`config.mk`:
```
export PLATFORM = sky130hd
export DESIGN_NAME = opcode_class_decoder_unit
export DESIGN_NICKNAME = d
export VERILOG_FILES = /design/src/design/ocd_pkg.sv /design/src/design/ocd_match.sv /design/src/design/ocd_prio.sv /design/src/design/opcode_class_decoder_unit.sv
export SDC_FILE = /design/constraint.sdc
export NUM_CORES = 1
export LEC_CHECK = 0
export ABC_AREA = 1
export BUFFER_PORTS_ARGS = -buffer_cell sky130_fd_sc_hd__buf_2
export CORE_UTILIZATION = 50
export CTS_CLUSTER_DIAMETER = 60
export DETAILED_ROUTE_END_ITERATION = 10
export PLACE_DENSITY = 0.75
export SETUP_SLACK_MARGIN = 0.02
export SLEW_MARGIN = 25
export SYNTH_ARGS = -nofsm -noshare
export SYNTH_HDL_FRONTEND = slang
export SYNTH_HIERARCHICAL = 1
export SYNTH_SLANG_ARGS = --single-unit
```
`constraint.sdc`:
```
create_clock -name clock -period 11.7 [get_ports clock]
set_input_delay 1.17 -clock clock [delete_from_list [all_inputs] [get_ports clock]]
set_output_delay 1.17 -clock clock [all_outputs]
set_load 0.02 [all_outputs]
```
`src/design/ocd_pkg.sv`:
```
// opcode class decoder package: widths, result type and the ordered pattern table
// no dependencies; used by every module of the decoder
package ocd_pkg;

   localparam int WORD_W      = 16;
   localparam int CLASS_W     = 7;
   localparam int NUM_CLASSES = 104;

   localparam logic [CLASS_W-1:0] UNKNOWN_CLASS = 7'd104;
   localparam logic [CLASS_W-1:0] CLASS_NOP     = 7'd0;

   typedef struct packed {
      logic [WORD_W-1:0] mask;
      logic [WORD_W-1:0] value;
   } pattern_type;

   typedef struct packed {
      logic [CLASS_W-1:0] class_id;
      logic               is_known;
   } result_type;

   typedef logic [NUM_CLASSES-1:0] match_vec_type;

   // priority order, lowest index wins
   localparam pattern_type PATTERNS [NUM_CLASSES] = '{
      // exact system opcodes
      '{16'hFFFF, 16'h0000}, '{16'hFFFF, 16'h0001}, '{16'hFFFF, 16'h0002},
      '{16'hFFFF, 16'h0003}, '{16'hFFFF, 16'h0008}, '{16'hFFFF, 16'h0009},
      '{16'hFFFF, 16'h000C},
      // register forms
      '{16'hFFF0, 16'h0010}, '{16'hFFF0, 16'h0020}, '{16'hFFF0, 16'h0030},
      '{16'hFFE0, 16'h0040}, '{16'hFFE0, 16'h0060}, '{16'hFF80, 16'h0080},
      '{16'hFF00, 16'h0100}, '{16'hFFE0, 16'h0200}, '{16'hFFE0, 16'h0220},
      '{16'hFFF0, 16'h0240}, '{16'hFFF0, 16'h0250}, '{16'hFFF0, 16'h0260},
      '{16'hFFF8, 16'h0270}, '{16'hFFF8, 16'h0278}, '{16'hFF80, 16'h0280},
      '{16'hFFE0, 16'h0300}, '{16'hFFE0, 16'h0320}, '{16'hFFC0, 16'h0340},
      '{16'hFFE0, 16'h0380}, '{16'hFFE0, 16'h03A0}, '{16'hFFF8, 16'h03C0},
      '{16'hFFF8, 16'h03C8},
      '{16'hFC00, 16'h0400}, '{16'hFF80, 16'h0800}, '{16'hFF80, 16'h0880},
      '{16'hFFC0, 16'h0900}, '{16'hFFC0, 16'h0940}, '{16'hFFC0, 16'h0980},
      '{16'hFFC0, 16'h09C0}, '{16'hFF80, 16'h0A00}, '{16'hFFC0, 16'h0A80},
      '{16'hFFC0, 16'h0AC0},
      '{16'hFFC0, 16'h0B00}, '{16'hFFE0, 16'h0B40}, '{16'hFFE0, 16'h0B80},
      '{16'hFFE0, 16'h0BA0}, '{16'hFFE0, 16'h0BC0}, '{16'hFFE0, 16'h0BE0},
      '{16'hF800, 16'h1000}, '{16'hF800, 16'h1800},
      // conditional branches
      '{16'hFE00, 16'h2000}, '{16'hFE00, 16'h2200}, '{16'hFE00, 16'h2400},
      '{16'hFE00, 16'h2600}, '{16'hFE00, 16'h2800}, '{16'hFE00, 16'h2A00},
      '{16'hFE00, 16'h2C00}, '{16'hFE00, 16'h2E00}, '{16'hFE00, 16'h3000},
      '{16'hFE00, 16'h3200}, '{16'hFE00, 16'h3400}, '{16'hFE00, 16'h3600},
      '{16'hFE00, 16'h3800}, '{16'hFE00, 16'h3A00}, '{16'hFE00, 16'h3C00},
      '{16'hFE00, 16'h3E00},
      // alu
      '{16'hFC00, 16'h4000}, '{16'hFC00, 16'h4400}, '{16'hFC00, 16'h4800},
      '{16'hFC00, 16'h4C00}, '{16'hFC00, 16'h5000}, '{16'hFC00, 16'h5400},
      '{16'hFC00, 16'h5800}, '{16'hFC00, 16'h5C00},
      // shifts
      '{16'hFC00, 16'h6000}, '{16'hFC00, 16'h6400}, '{16'hFC00, 16'h6800},
      '{16'hFC00, 16'h6C00}, '{16'hFC00, 16'h7000}, '{16'hFC00, 16'h7400},
      // load/store
      '{16'hFE00, 16'h7800}, '{16'hFE00, 16'h7A00}, '{16'hFC00, 16'h7C00},
      '{16'hFC00, 16'h8000}, '{16'hFC00, 16'h8400}, '{16'hFC00, 16'h8800},
      '{16'hFC00, 16'h8C00}, '{16'hFE00, 16'h9000}, '{16'hFE00, 16'h9200},
      '{16'hFC00, 16'h9400}, '{16'hFC00, 16'h9800}, '{16'hFE00, 16'h9C00},
      '{16'hFE00, 16'h9E00},
      // literal forms, short and long
      '{16'hF000, 16'hA000}, '{16'hF000, 16'hB000}, '{16'hF800, 16'hC000},
      '{16'hF800, 16'hC800}, '{16'hF800, 16'hD000}, '{16'hF800, 16'hD800},
      '{16'hFC00, 16'hE000}, '{16'hFC00, 16'hE400}, '{16'hF800, 16'hE800},
      '{16'hF800, 16'hF000}, '{16'hFC00, 16'hF800}, '{16'hFC00, 16'hFC00},
      // br and loop
      '{16'hFE00, 16'h0C00}, '{16'hFE00, 16'h0E00}
   };

endpackage

```
`src/design/ocd_match.sv`:
```
// opcode class decoder: parallel mask-and-compare against every pattern
// depends on ocd_pkg
module ocd_match (
   input  logic [ocd_pkg::WORD_W-1:0] word,
   output ocd_pkg::match_vec_type     hits
);

   always_comb begin
      for (int i = 0; i < ocd_pkg::NUM_CLASSES; i++) begin
         hits[i] = ((word & ocd_pkg::PATTERNS[i].mask) == ocd_pkg::PATTERNS[i].value);
      end
   end

endmodule

```
`src/design/ocd_prio.sv`:
```
// opcode class decoder: priority encoder, lowest matching pattern wins
// depends on ocd_pkg
module ocd_prio (
   input  ocd_pkg::match_vec_type hits,
   output ocd_pkg::result_type    result
);

   always_comb begin
      result.class_id = ocd_pkg::UNKNOWN_CLASS;
      result.is_known = 1'b0;
      // walk downward so the lowest hit is written last
      for (int i = ocd_pkg::NUM_CLASSES - 1; i >= 0; i--) begin
         if (hits[i]) begin
            result.class_id = ocd_pkg::CLASS_W'(i);
            result.is_known = 1'b1;
         end
      end
   end

endmodule

```
`src/design/opcode_class_decoder_unit.sv`:
```
// opcode class decoder top level: input register, matcher, priority encoder, result register
// depends on ocd_pkg, ocd_match and ocd_prio
// result path: the accepted item passes the input register, then the result register
// throughput: one item per cycle; busy is never raised, the receiver cannot stall
// reset: synchronous, clears both valid flags; payload registers are not reset
module opcode_class_decoder_unit (
   input  logic                        clock,
   input  logic                        reset,
   input  logic                        start,
   output logic                        busy,
   input  logic [ocd_pkg::WORD_W-1:0]  req_instr_word,
   output logic                        rsp_valid,
   output logic [ocd_pkg::CLASS_W-1:0] rsp_class_id,
   output logic                        rsp_is_known
);

   // input stage
   logic                       in_valid_ff;
   logic                       in_valid_in;
   logic [ocd_pkg::WORD_W-1:0] in_word_ff;

   // decode between the two register banks
   ocd_pkg::match_vec_type hits;
   ocd_pkg::result_type    decoded;

   // result stage
   logic                out_valid_ff;
   ocd_pkg::result_type out_result_ff;

   // every cycle is free for a new item: nothing here iterates
   assign busy        = 1'b0;
   assign in_valid_in = start & ~busy;

   always_ff @(posedge clock) begin
      if (reset) begin
         in_valid_ff  <= 1'b0;
         out_valid_ff <= 1'b0;
      end else begin
         in_valid_ff  <= in_valid_in;
         out_valid_ff <= in_valid_ff;
      end
   end

   // payload capture, no reset needed
   always_ff @(posedge clock) begin
      if (in_valid_in) begin
         in_word_ff <= req_instr_word;
      end
      if (in_valid_ff) begin
         out_result_ff <= decoded;
      end
   end

   // all 104 patterns compared side by side
   ocd_match u_match (
      .word (in_word_ff),
      .hits (hits)
   );

   // first hit in list order gives the class
   ocd_prio u_prio (
      .hits   (hits),
      .result (decoded)
   );

   assign rsp_valid    = out_valid_ff;
   assign rsp_class_id = out_result_ff.class_id;
   assign rsp_is_known = out_result_ff.is_known;

endmodule

```
After elaboration in Yosys (flattened, before gate mapping)

Cells that the tools add are included.

Register bits after elaboration: 26
Bits in latches: 0
RAM bits: 0
ROM bits: 0
Output and inout bits: 10
Word-level logic and storage cells: 225
Memories kept: 0

Add/sub/neg operators: 0
Multipliers: 0
Divide/modulo/power cells: 0
$lt $le $gt $ge: 0
Equality and inequality tests: 103
Shift operators: 0
Muxes and demuxes: 103
Bitwise operators: 0
Reductions and logical operators: 8

Operator list:

| operator                                                         | number |
|---|---|
| 7-bit 2-to-1 mux                                                 | 64 |
| 7-bit by 5-bit == test with 1-bit output, second input constant  | 16 |
| 103-bit OR reduction                                             | 1 |
| 6-bit 2-to-1 mux                                                 | 16 |
| 6-bit by 5-bit == test with 1-bit output, second input constant  | 15 |
| 5-bit 2-to-1 mux                                                 | 16 |
| 10-bit by 6-bit == test with 1-bit output, second input constant | 7 |
| 11-bit by 5-bit == test with 1-bit output, second input constant | 6 |
| 64-bit OR reduction                                              | 1 |
| 6-bit == test, second input constant                             | 10 |
| 11-bit by 7-bit == test with 1-bit output, second input constant | 5 |
| 13-bit by 7-bit == test with 1-bit output, second input constant | 4 |
| 16-bit by 4-bit == test with 1-bit output, second input constant | 3 |
| 12-bit by 6-bit == test with 1-bit output, second input constant | 3 |
| 16-bit by 2-bit == test with 1-bit output, second input constant | 2 |
| 32-bit OR reduction                                              | 1 |
| 5-bit == test, second input constant                             | 6 |
| 7-bit == test, second input constant                             | 4 |
| 9-bit by 5-bit == test with 1-bit output, second input constant  | 3 |
| 12-bit by 2-bit == test with 1-bit output, second input constant | 2 |
| 11-bit by 2-bit == test with 1-bit output, second input constant | 2 |
| 16-bit by 1-bit == test with 1-bit output, second input constant | 1 |
| 16-bit logical NOT                                               | 1 |
| 4-bit 2-to-1 mux                                                 | 4 |
| other kinds (16)                                                 | 21 |

Depth between registers and ports, before layout

Depth in word-level cells: 104
Gate-level depth with buffers: 109
Mapped depth without buffers: 108

Modules after synthesis

The synthesis kept the hierarchy.

Modules (own cells, without submodules):

| module                    | times used | cells an instance | area an instance (µm²) | seq. area each (µm²) |
|---|---|---|---|---|
| ocd_prio                  | 1          | 375               | 2239.6                 | 0.0 |
| ocd_match                 | 1          | 269               | 1162.4                 | 0.0 |
| opcode_class_decoder_unit | 1          | 32                | 787.0                  | 760.7 |

Least setup slack after synthesis

No wires, ideal clock.

Kind: register -> register
Start point: register in_word_ff[14] (netlist bit)
End point: register out_result_ff (netlist bit rsp_class_id[0]), data pin
Arrival: 5.409 ns
Data required time: 11.442 ns
Setup slack: 6.032 ns
Cell stages (with the launch flop): 109
Buffers on the path: 0
Period minus slack after synthesis: 5.668 ns
Path through: edfxtp_1 inv_2 nand2_4 nor2_4 nand2_1 nor2_1 inv_1 nand2_1 nand2_1 nand2_1 nand2_1 nand2_1 nand2_1 nand2_1 nand2_1 nand2_1 nand2_1 nand2_1 [73 not listed] nand2_1 nand2_1 nand2_1 nand2_1 nand2_1 nand2_1 nand2_1 nand2_1 nand2_1 nand2_1 nand2_1 nand2_1 nand2_1 nand2_1 nand2_1 nand2_1 nand2_1 a21oi_2

RTL lines:

| element                                  | RTL line                        | source |
|---|---|---|
| from (decl)                              | opcode_class_decoder_unit.sv:20 | `logic [ocd_pkg::WORD_W-1:0] in_word_ff;` |
| from (signal assigned)                   | opcode_class_decoder_unit.sv:47 | `in_word_ff <= req_instr_word;` |
| 7-bit by 3-bit == test with 1-bit output | ocd_match.sv:10                 | `hits[i] = ((word & ocd_pkg::PATTERNS[i].mask) == ocd_pkg::PATTERNS[i].value);` |
| named net hits[102]                      | opcode_class_decoder_unit.sv:23 | `ocd_pkg::match_vec_type hits;` |
| 5-bit 2-to-1 mux (7 in a row)            | ocd_prio.sv:13                  | `if (hits[i]) begin` |
| 7-bit 2-to-1 mux (64 in a row)           | ocd_prio.sv:13                  |  |
| 6-bit 2-to-1 mux (16 in a row)           | ocd_prio.sv:13                  |  |
| 5-bit 2-to-1 mux (8 in a row)            | ocd_prio.sv:13                  |  |
| 4-bit 2-to-1 mux (4 in a row)            | ocd_prio.sv:13                  |  |
| 3-bit 2-to-1 mux (2 in a row)            | ocd_prio.sv:13                  |  |
| 2-bit 2-to-1 mux                         | ocd_prio.sv:13                  |  |
| to (signal assigned)                     | opcode_class_decoder_unit.sv:50 | `out_result_ff <= decoded;` |
| to (decl)                                | opcode_class_decoder_unit.sv:28 | `ocd_pkg::result_type out_result_ff;` |

The timed path passes the listed nets, and every way through them passes these cells.
A chain may end at the register's enable or synchronous reset.

Worst setup path in the final report

Start point: register in_word_ff[13] (netlist bit)
End point: register out_result_ff (netlist bit rsp_class_id[0]), data pin

Same word-level chain as after synthesis.

==> results.yml <==
outcome:
  status: "completed"
detailed_routing:
  drt-wirelength-per-cell_um: 11.5
  drt-pass1-iter-count: 5
  vias: 3917
  drcViolationCount: 0
  routed_wl_um: 9250
  drtAntennaViolNets: 0
  viasPerCell: 4.86
  drt_iter0_drc: 268
die:
  coreArea_um2: 8180
  initial_core_util_pct: 51.2
  dieArea_um2: 8750
  die_x_um: 93.5
  num_rows: 33
  io_pins: 29
  die_y_um: 93.5
global_routing:
  grt-ovfl-total: 0
  grt_max_degree: 18
  grt_pass1_wl_um: 15800
  grt_use_total_pct: 22.5
  antenna_found_initial: 0
  grt_pass1_vias: 3575
logic_synthesis:
  synth_flop_cell: "edfxtp_1"
  synth-edff-count: 24
  synth_top_family_by_area: "simple AND/OR/NAND/NOR gates"
  synth.avg_cell_area_um2: 6.20
  synth_xor_area_share_pct: 0
  synthCells: 676
  synth-simple-area-share_pct: 47.2
  async_flop_share_pct: 0
  synth_warnings: 6
  synthAdderAreaFrac_pct: 0
  ys_seq_area_share_pct: 18.2
  ys_seq_elements: 26
  synth_compound_area_share_pct: 3.08
  syn_nets: 695
  syn-cell-area_um2: 4190
  synth.distinct_cells: 33
  muxShareOfSynthArea_pct: 0
setup_path:
  cpMaxStageDelayCell: "edfxtp_1"
  crit_top_cell: "nand2_1"
  max_stage_delay_ps: 580
  r2r_end: "rsp_class_id[0]$_DFFE_PP_"
  ff2ff_path_depth: 108
  arrival_ps: 6530
  required_ps: 11730
  endpoint: "rsp_class_id[0]$_DFFE_PP_"
  r2r-start: "in_word_ff[13]$_DFFE_PP_"
  crit_fanout: 8
  crit_type: "reg2reg"
  crit_path_start_kind: "register"
  r2r_slack_ps: 5210
  worstSetupStartpoint: "in_word_ff[13]$_DFFE_PP_"
  end_kind: "register"
clocking:
  clock_path_buffers: 2
  clock_latency_ps: 270
  clk_pin_slew_ps: 80
  cts_htree_levels: 1
  cts_tree: "yes"
  postCtsHoldBufs: 0
  cts_root_buf: "clkbuf_8"
  ctsResizeCount: 0
  numCtsBuffers: 3
  cts_num_sinks: 26
  post_cts_buffers: 0
sta:
  fin_ws_ps: 5210
  setup_viol: 0
  finalCriticalPeriod_ps: 6490
  skew_ps: 2.25
  timing.final.crit_share_pct: 55.5
  max_freq_ghz: 0.154
  drv_slew: 0
  slew_headroom_pct: 63.1
  fin_setup_tns_ps: 0
  finalHoldViolCount: 0
  worst-slew-pin-transition_ps: 552
  rsz0062_at_grt: "false"
pwr:
  p_per_area_nw_per_um2: 74.4
  p_leak_nw: 2.22
  peakVddDrop_mv: 0.101
placement:
  pre_cts_slack_ps: 5180
  place_area_um2: 4400
  gp_congestion: 0.958
  place_hpwl_um: 7800
  port_buffers: 27
cells_and_area:
  final_area_um2: 4470
  mostFrequentLayoutCells: "nand2_1, nor2_1, inv_1"
  diodes: 0
  fillers: 852
  final_nets: 721
  area_delta_synth_final_pct: 6.78
  final_common_cell: "nand2_1"
  drive_gt1_share_pct: 14.8
job:
  maxCapViolCount: 0
worst_hold_path:
  worstHoldStart: "in_valid_ff$_SDFF_PP0_"
  hold_class: "reg2reg"
## layout make-up
type	count	area [µm²]	share of cell area, %
clock buffer	3	41.3	0.923
clock inverter	1	30.0	0.671
inverter	139	1270	28.3
multi-input combinational	505	2110	47.1
sequential	26	761	17.0
tap	105	131	2.94
timing repair buffer	27	135	3.02
## metrics by stage
step / total power [W] / instances / utilization, % / hold WS [ps]
after floorplan: 0.000229 / 676 / - / 527
after global placement: 0.000259 / 802 / 53.8 / 603
after detailed placement: 0.000260 / 802 / 53.8 / 623
after CTS: 0.000333 / 806 / 54.7 / 624
after global routing: 0.000358 / 806 / 54.7 / 672
final: 0.000333 / 806 / 54.7 / 615
## flip-flops by register name, summed over array words and instances (netlist names)
signal	cells
in_word_ff	16
rsp_valid	1
in_valid_ff	1
rsp_class_id	7
rsp_is_known	1
## metal layers
layer / vias to the layer above / global-route usage [%] / wire length [µm]
met4: 0 / 5.51 / 150
met3: 16 / 1.95 / 510
met2: 125 / 38.2 / 4120
met1: 1716 / 30.6 / 4470
li1: 2060 / - / -
met5: - / 0 / 0
## worst min path at each step
stage / to / depth (start not counted)
2_1_floorplan: rsp_valid$_SDFF_PP0_ / 2
3_3_place_gp: rsp_valid$_SDFF_PP0_ / 2
3_5_place_dp: rsp_valid$_SDFF_PP0_ / 2
4_1_cts: rsp_valid$_SDFF_PP0_ / 2
5_1_grt: rsp_valid$_SDFF_PP0_ / 2
6_report: rsp_valid$_SDFF_PP0_ / 2
## report_power, final
| part | total (W) | leakage [nW] | switching [W] | internal (W) |
|---|---|---|---|---|
| Clock | 0.0000730 | 0.0357 | 0.0000272 | 0.0000458 |
| Combinational | 0.000137 | 1.94 | 0.0000868 | 0.0000499 |
| Sequential | 0.000123 | 0.249 | 0.00000990 | 0.000113 |
| Total | 0.000333 | 2.22 | 0.000124 | 0.000209 |
## Yosys cell counts, types with 5 or more instances
master / instances / share of area (%)
inv_1: 79 / 7.1
edfxtp_1: 24 / 17
nor4_1: 5 / 0.75
nor2_4: 6 / 1.6
a21oi_1: 5 / 0.60
bufinv_8: 54 / 23
nand2_1: 240 / 22
nor3_1: 20 / 2.4
inv_2: 5 / 0.45
nand3_1: 26 / 3.1
nor2_1: 176 / 16
## kinds of logic (layout without fill, tap and decap cells)
group                  after synthesis  in the layout
AND/OR/NAND/NOR                    484            484
AO/OA/AOI/OAI                       20             20
flip-flops                          26             26
buffers and inverters              145            170
other                                1              1
## critical path, delay by kind of cell (launching register included)
| family | cells | cell delay [ps] |
|---|---|---|
| and+or+nand+nor | 105 | 5380 |
| AOI/OAI and AO/OA | 1 | 50 |
| DFF | 1 | 580 |
| buffers and inverters | 2 | 240 |
No activity file was read; power rests on OpenSTA's default activity.
